### src/bpt_pkg.sv
// shared types and constants for the biquadratic patch tessellator
package bpt_pkg;

  localparam int VAL_W          = 32;
  localparam int GRID_W         = 7;
  localparam int SUB_W          = 7;
  localparam int IDX_W          = 13;
  localparam int NUM_CP         = 9;
  localparam int ADDR_W         = 3;
  localparam int DATA_W         = 32;
  localparam int MAX_SUBDIV_DEF = 64;
  localparam int FRAC_BITS_DEF  = 16;

  localparam logic [SUB_W-1:0] SUBDIV_RESET = 7'd8;
  // register index as seen in paddr[ADDR_W-1:2]
  localparam logic [ADDR_W-3:0] REG_SUBDIV  = 1'b0;

  typedef struct packed {
    logic [IDX_W-1:0] vertex_index;
    logic [IDX_W-1:0] strip_even_index;
    logic [IDX_W-1:0] strip_odd_index;
    logic             strip_valid;
    logic             range_error;
  } meta_t;

  typedef struct packed {
    logic [NUM_CP-1:0][VAL_W-1:0] cp;
    logic [GRID_W-1:0]            row;
    logic [GRID_W-1:0]            col;
    meta_t                        meta;
  } item_t;

endpackage

### src/bpt_front.sv
// front end: range check, index computation and the item queue
module bpt_front import bpt_pkg::*; #(
  parameter int NW = 7
) (
  input  logic                         clk,
  input  logic                         rst,
  input  logic [NW-1:0]                n,
  input  logic                         push,
  output logic                         full,
  input  logic [NUM_CP-1:0][VAL_W-1:0] cp,
  input  logic [GRID_W-1:0]            row,
  input  logic [GRID_W-1:0]            col,
  input  logic                         q_pop,
  output logic                         q_empty,
  output item_t                        head
);

  localparam int QD  = 4;
  localparam int PW  = $clog2(QD);
  localparam int CW  = ((GRID_W > NW) ? GRID_W : NW) + 1;
  localparam int IW0 = GRID_W + NW + 2;
  localparam int IW  = (IW0 > IDX_W) ? IW0 : IDX_W;

  item_t          mem [QD];
  logic [PW-1:0]  wr_ptr;
  logic [PW-1:0]  rd_ptr;
  logic [PW:0]    count;
  logic           wr_en;
  logic           rd_en;
  item_t          item;
  logic [CW-1:0]  row_w;
  logic [CW-1:0]  col_w;
  logic [CW-1:0]  n_w;
  logic [IW-1:0]  n1;
  logic [IW-1:0]  vtx;
  logic [IW-1:0]  even;
  logic           err;
  logic           strip;

  assign row_w = CW'(row);
  assign col_w = CW'(col);
  assign n_w   = CW'(n);
  assign n1    = IW'(n) + IW'(1);
  assign vtx   = IW'(row) * n1 + IW'(col);
  assign even  = vtx + n1;
  assign err   = (row_w > n_w) || (col_w > n_w);
  assign strip = (row_w < n_w) && !err;

  always_comb begin
    item.cp                    = cp;
    item.row                   = row;
    item.col                   = col;
    item.meta.range_error      = err;
    item.meta.strip_valid      = strip;
    item.meta.vertex_index     = err ? '0 : vtx[IDX_W-1:0];
    item.meta.strip_even_index = strip ? even[IDX_W-1:0] : '0;
    item.meta.strip_odd_index  = strip ? vtx[IDX_W-1:0] : '0;
  end

  assign full    = (count == (PW+1)'(QD));
  assign q_empty = (count == '0);
  assign wr_en   = push && !full;
  assign rd_en   = q_pop && !q_empty;
  assign head    = mem[rd_ptr];

  always_ff @(posedge clk) begin
    if (wr_en) begin
      mem[wr_ptr] <= item;
    end
  end

  always_ff @(posedge clk) begin
    if (rst) begin
      wr_ptr <= '0;
      rd_ptr <= '0;
      count  <= '0;
    end else begin
      if (wr_en) begin
        wr_ptr <= wr_ptr + PW'(1);
      end
      if (rd_en) begin
        rd_ptr <= rd_ptr + PW'(1);
      end
      unique case ({wr_en, rd_en})
        2'b10:   count <= count + (PW+1)'(1);
        2'b01:   count <= count - (PW+1)'(1);
        default: count <= count;
      endcase
    end
  end

endmodule

### config.mk
export PLATFORM = sky130hd
export DESIGN_NAME = bpt_front
export DESIGN_NICKNAME = d
export VERILOG_FILES = /design/src/bpt_pkg.sv /design/src/bpt_front.sv
export SDC_FILE = /design/constraint.sdc
export NUM_CORES = 1
export LEC_CHECK = 0
export BUFFER_PORTS_ARGS = -buffer_cell sky130_fd_sc_hd__buf_2
export CORE_MARGIN = 2
export CORE_UTILIZATION = 45
export DETAILED_ROUTE_END_ITERATION = 12
export GPL_ROUTABILITY_DRIVEN = 0
export GPL_TIMING_DRIVEN = 1
export HOLD_SLACK_MARGIN = 0.02
export PLACE_DENSITY_LB_ADDON = 0.1
export SYNTH_ARGS = -nofsm -noshare
export SYNTH_HDL_FRONTEND = slang
export SYNTH_SLANG_ARGS = --single-unit
### constraint.sdc
create_clock -name clk -period 9.83 [get_ports clk]
set_clock_uncertainty 0.15 [all_clocks]
set_input_delay 0.4915 -clock clk [delete_from_list [all_inputs] [get_ports clk]]
set_output_delay 0.4915 -clock clk [all_outputs]
set_load 0.02 [all_outputs]
==> results.md, run 1 <==
- Ratio of cells with drive above 1 in the final layout: 0.368
- Startpoint of the worst register-to-register path: count[1]
- Outcome: finished clean
- Startpoint type of the worst setup path: input port
- Finish-stage setup viols: 0
- Area inside the core boundary: between 0.1 and 0.15 mm^2
- Post-detailed-route via-to-cell ratio: about 5.3
- Max rail drop VDD: 0.000246 V
- Crit path largest cell delay: 0.66 ns
- Critical path class: input port to flip-flop
- DRT Wirelength: approximately 120 mm
- Clock insertion delay at the later pin of the skew report: 0.72 ns
- Worst hold path cell count: 4
- Most frequent cells in the layout: edfxtp_1, buf_2, mux4_2
- Fmax: 154 MHz
- CTS tree: yes
- Clock input transition at the sequential cells of the worst setup and hold paths: ~0.06 ns
- Fraction of the yosys area taken by sequential cells: 0.787
- Nature of the critical path endpoint: flip-flop
- Share of async-settable or async-resettable flops after synthesis: 0
- Die boundary height: ~350 um
- PwrDens: between 200 and 300 mW/mm^2
- DR vias: 25900
- Leakage power total: 22.4 nW
- Layout overhead on the synthesized area: 24.1%
- Net count reported at finish: between 3000 and 4000
- Final worst hold slack: 0.134 ns
- Share of the synthesized area in the top cell type: 0.784
- Maximum number of pins on one net before global-route repair: roughly 150
- Tightest Hold Check Type: input port to flip-flop
- Num Clock Sinks: approximately 1400
- Number of iterations in the first detailed-routing pass: 6
- Unrepaired setup endpoints after global routing: no
- Final antenna-violating net count: 0
- Fraction of the core area covered by cells at the end of the flow: 0.562
- Average size of a mapped cell: 23.9 um^2
- Max-slew violation count: 0
- DR WL/cell: roughly 24 um
- Total overflow reported by the global router: 0
- CP max FO: 11
- H-Tree Level Count: 4
- Maximum count of clock buffers along a single path: 3
- Number of ports placed on the die boundary: between 600 and 700
- Cell taking the most area after synthesis: edfxtp_1
- Register area: around 0.041 mm^2
- Wire length of the first global-routing pass: approximately 180 mm
- Relative slew slack: 0.0133
- Synth Register Bits: about 1400
- Count of cell types in the netlist: 46
- Worst slack at placement: about 2.6 ns
- Aggregate negative setup slack: 0 ns
- Number of warning messages in the yosys log: 0
- Number of fillers in the final layout: between 8000 and 9000
- Slack of the worst reg-to-reg path: 5.78 ns
- Buffers on Ports: between 600 and 700
- Buf+Inv Stages, Crit Path: 5
- End of the worst register-to-register path: mem[1][6]
- Total of max-cap violations: 0
- Synth Instances: ~2200
- Critical path arrival: approximately 7 ns
- Post-DP HPWL: 72.8 mm
- Final period util: 0.662
- CTS root buf: clkbuf_16
- Cell family with most CP delay: adder cells
- Worst-Margin Slew: ~1.5 ns
- Die Width: between 300 and 400 um
- Most common library cell in the layout ignoring fill and taps: edfxtp_1
- Synth Net Count: roughly 2600
- Slowest cell on the critical path: xnor2_1
- Length in cells of the worst reg-to-reg path: 6
- Post-layout min period: 6.51 ns
- Post-Layout Cell Count: 4900
- Initial antenna violation count: 17
- Required time of the worst setup path: a little over 10 ns
- Initial standard-cell utilization of the core: 0.453
- Number of cells after detailed placement: ~4300
- Floorplan die area: 0.120 mm^2
- Leading post-synthesis cells by cell area: edfxtp_1, mux4_2, fa_1
- Vias in the first global route: 27400
- Area occupied by multi-input gates: 0.0106 mm^2
- Final Hold Fails: 0
- Top FF cell, synth: edfxtp_1
- Total standard cell area after synthesis: about 0.053 mm^2
- Post-route setup slack: ~3.3 ns
- Row Count: between 100 and 150
- Hold path start: q_pop
- Number of buffers created by CTS: between 100 and 150
- Initial DRC Count: 1812
- GRT Util Overall: 0.197
- DRC viols: 0
- Count of flip-flops with a built-in enable after synthesis: around 1400
-- worst min-delay path, cell delays in order --
cell     delay, ns
buf_2         0.09
nor2b_1       0.16
xnor2_1       0.15
nor2_1        0.08
-- state kept, by name (all words and copies together), names as in the netlist, named ones only --
name / flops
mem: 1372
count: 3
rd_ptr: 2
wr_ptr: 2
-- cell type report --
class	count	share of cell area
inverter	72	0.00414
multi-input combinational	667	0.162
sequential	1381	0.635
tap	1524	0.0292
clock inverter	84	0.00955
antenna	10	0.000384
timing repair buffer	986	0.102
clock buffer	176	0.0581
-- per-stage QoR --
step	power, mW	area (um^2)
6_report	17.8	65200
5_1_grt	18.7	65200
4_1_cts	18.1	65200
3_5_place_dp	12.9	57800
3_3_place_gp	12.8	57800
2_1_floorplan	11.3	52600
-- routing by layer --
layer  global-route usage  vias up  part of all wire
met1                0.257    13600              0.41
met2                0.326      809              0.50
met5                    0        -           0.00098
met3               0.0595      171             0.074
met4               0.0509       18             0.020
li1                     -    11300                 -
-- how the worst max path moves through the flow --
| stage | to | start | cells after the start |
|---|---|---|---|
| after floorplan | mem[1][0] | count[0] | 5 |
| after global placement | mem[0][27] | n[0] | 25 |
| after detailed placement | mem[0][27] | n[0] | 25 |
| after CTS | mem[1][27] | n[0] | 25 |
| after global routing | mem[1][27] | n[0] | 25 |
| final | mem[3][27] | n[0] | 25 |
-- report_power, final --
group	switching, mW	internal, mW
logic	3.24	2.07
clock network	2.16	2.91
registers	0.160	7.32
-- kinds of logic after synthesis --
| logic type | after synthesis | synth area share |
|---|---|---|
| buffers and inverters | 154 | 0.0118 |
| multiplexers | 344 | 0.147 |
| AND/OR/NAND/NOR | 150 | 0.0140 |
| XOR/XNOR | 32 | 0.00602 |
| adder cells (fa/ha/maj) | 95 | 0.0279 |
| AO/OA/AOI/OAI | 46 | 0.00597 |
| flip-flops | 1381 | 0.787 |
-- cell usage after synthesis (4+ instances only) --
library cell  number
nand2_1           25
mux4_2           343
xnor2_1           16
buf_1             12
ha_1              58
a21o_1             7
nor3_1             5
a21oi_1           15
o21a_1             4
nor2b_1           10
o21ai_0            5
xor2_1            12
buf_2             34
nand3_1            9
inv_1             72
clkbuf_1          36
fa_1              37
nor2_1            55
and2_1            32
edfxtp_1        1372
dfxtp_1            9
-- repair_timing --
item                                    in CTS  in global routing
endpoints found under the hold margin     1217                  0
resized for setup                            0                  0
hold buffers                               303                  0
buffers inserted                             0                  0
endpoints found under the setup margin       0                  0
(Power assumes the default switching activity.)
==> inputs of run 2 (changes only) <==
- clock period: 9.83 -> 6.7 ns (I/O delays scaled with it)
==> results.md, run 2 (synthesis results as in run 1) <==
- Required time of the worst setup path: approximately 7 ns
- Die boundary height: roughly 350 um
- Max rail drop VDD: about 0.00035 V
- Initial DRC Count: between 1500 and 2000
- H-Tree Level Count: 4
- Most common library cell in the layout ignoring fill and taps: edfxtp_1
- Most frequent cells in the layout: edfxtp_1, buf_2, mux4_2
- Outcome: finished clean
- Cell family with most CP delay: adder cells
- Area inside the core boundary: 0.116 mm^2
- Max FFs per register: 1372
- PwrDens: 403 mW/mm^2
- Total of max-cap violations: 0
- Post-layout min period: between 5 and 6 ns
- Critical-path cell list: dlygate4sd3_1, buf_2, nand2_1, fa_1, fa_1, inv_1, fa_1, inv_1, fa_1, inv_1, ha_1, a21oi_2, nand2_1, nor2_1, xnor2_1, inv_1, ha_1, o21a_1, o21ai_0, a31o_2, or3_4, o31a_1, nor3_2
- Final worst hold slack: ~0.19 ns
- DR vias: around 26000
- Buffers on Ports: 657
- Row Count: around 130
- Number of ports placed on the die boundary: between 600 and 700
- Leakage power total: between 20 and 25 nW
- Final Hold Fails: 0
- Startpoint type of the worst setup path: input port
- DR WL/cell: 24.2 um
- Die Width: 346 um
- Relative slew slack: 0.297
- Largest register by flop count: mem
- Post-DP HPWL: ~73 mm
- Biggest regs: mem x1372, count x3
- Number of iterations in the first detailed-routing pass: 5
- Aggregate negative setup slack: 0 ns
- Worst-Margin Slew: between 1 and 1.5 ns
- Critical path arrival: 6.06 ns
- Ratio of cells with drive above 1 in the final layout: 0.366
- Max-slew violation count: 0
- Layout overhead on the synthesized area: 24.5%
- Wire length of the first global-routing pass: 177 mm
- Maximum count of clock buffers along a single path: 3
- CP max FO: 13
- Nature of the critical path endpoint: flip-flop
- DRT Wirelength: about 120 mm
- Initial antenna violation count: 24
- CTS tree: yes
- CTS root buf: clkbuf_16
- Floorplan die area: ~0.12 mm^2
- Unrepaired setup endpoints after global routing: no
- Fmax: ~180 MHz
- Critical path class: input port to flip-flop
- Initial standard-cell utilization of the core: 0.453
- Maximum number of pins on one net before global-route repair: approximately 130
- Total overflow reported by the global router: 0
- GRT Util Overall: 0.199
- Number of buffers created by CTS: 145
- Crit path largest cell delay: roughly 0.54 ns
- Vias in the first global route: about 28000
- Finish-stage setup viols: 0
- Buf+Inv Stages, Crit Path: 6
- Clock insertion delay at the later pin of the skew report: 0.73 ns
- DRC viols: 0
- Num Clock Sinks: about 1400
- Post-detailed-route via-to-cell ratio: between 5 and 6
- Slowest cell on the critical path: fa_1
- Final period util: 0.847
- Final antenna-violating net count: 0
- Tightest Hold Check Type: input port to flip-flop
- Net count reported at finish: 3667
- Clock input transition at the sequential cells of the worst setup and hold paths: roughly 0.06 ns
## run 2: final timing paths
check	startpoint	endpoint	slack, ns	depth (start not counted)
setup / recovery	row[1]	mem[1][27]	1.02	23
hold / removal	cp[197]	mem[0][252]	0.19	2
setup reg to reg	count[0]	mem[2][83]	3.39	5
hold reg to reg	rd_ptr[1]	rd_ptr[1]	0.38	2
## run 2: layer usage
metal,track usage,routed length (um),vias to the layer above
met5,0,131,-
met4,0.0598,2920,20
met3,0.0608,8760,196
met2,0.332,59900,816
met1,0.251,47200,13400
li1,-,-,11300
## run 2: where the power goes
group          internal [mW]  switching, mW
registers               10.7          0.273
logic                   3.07           4.72
clock network           4.39           3.21
total                   18.2           8.20
## run 2: worst register-to-register path, stage by stage, from the launching register on
cell	delay, ns
dfxtp_1	0.38
inv_1	0.09
and3_1	0.17
nor2b_1	0.49
and2_4	0.76
buf_4	0.80
## run 2: final cells by class
type / count / area [um^2]
antenna: 11 / 27.5
clock buffer: 196 / 3960
clock inverter: 70 / 572
fill: 8815 / 50600
inverter: 72 / 270
multi-input combinational: 667 / 10600
sequential: 1381 / 41400
tap: 1524 / 1910
timing repair buffer: 992 / 6740
## run 2: what timing repair did
item,CTS,global route
setup buffers,0,0
endpoints found under the hold margin,1217,0
resized for setup,0,0
hold buffers,306,0
## run 2: metrics by stage
step	instance area, um^2	instances	total power, mW	utilization	setup slack [ns]
2_1_floorplan	52600	2202	16.4	-	0.721
3_3_place_gp	57800	4330	18.9	0.498	0.402
3_5_place_dp	57800	4330	19.0	0.498	0.327
4_1_cts	65400	4902	26.8	0.564	1.04
5_1_grt	65400	4907	27.6	0.564	0.694
6_report	65400	4913	26.4	0.564	1.02
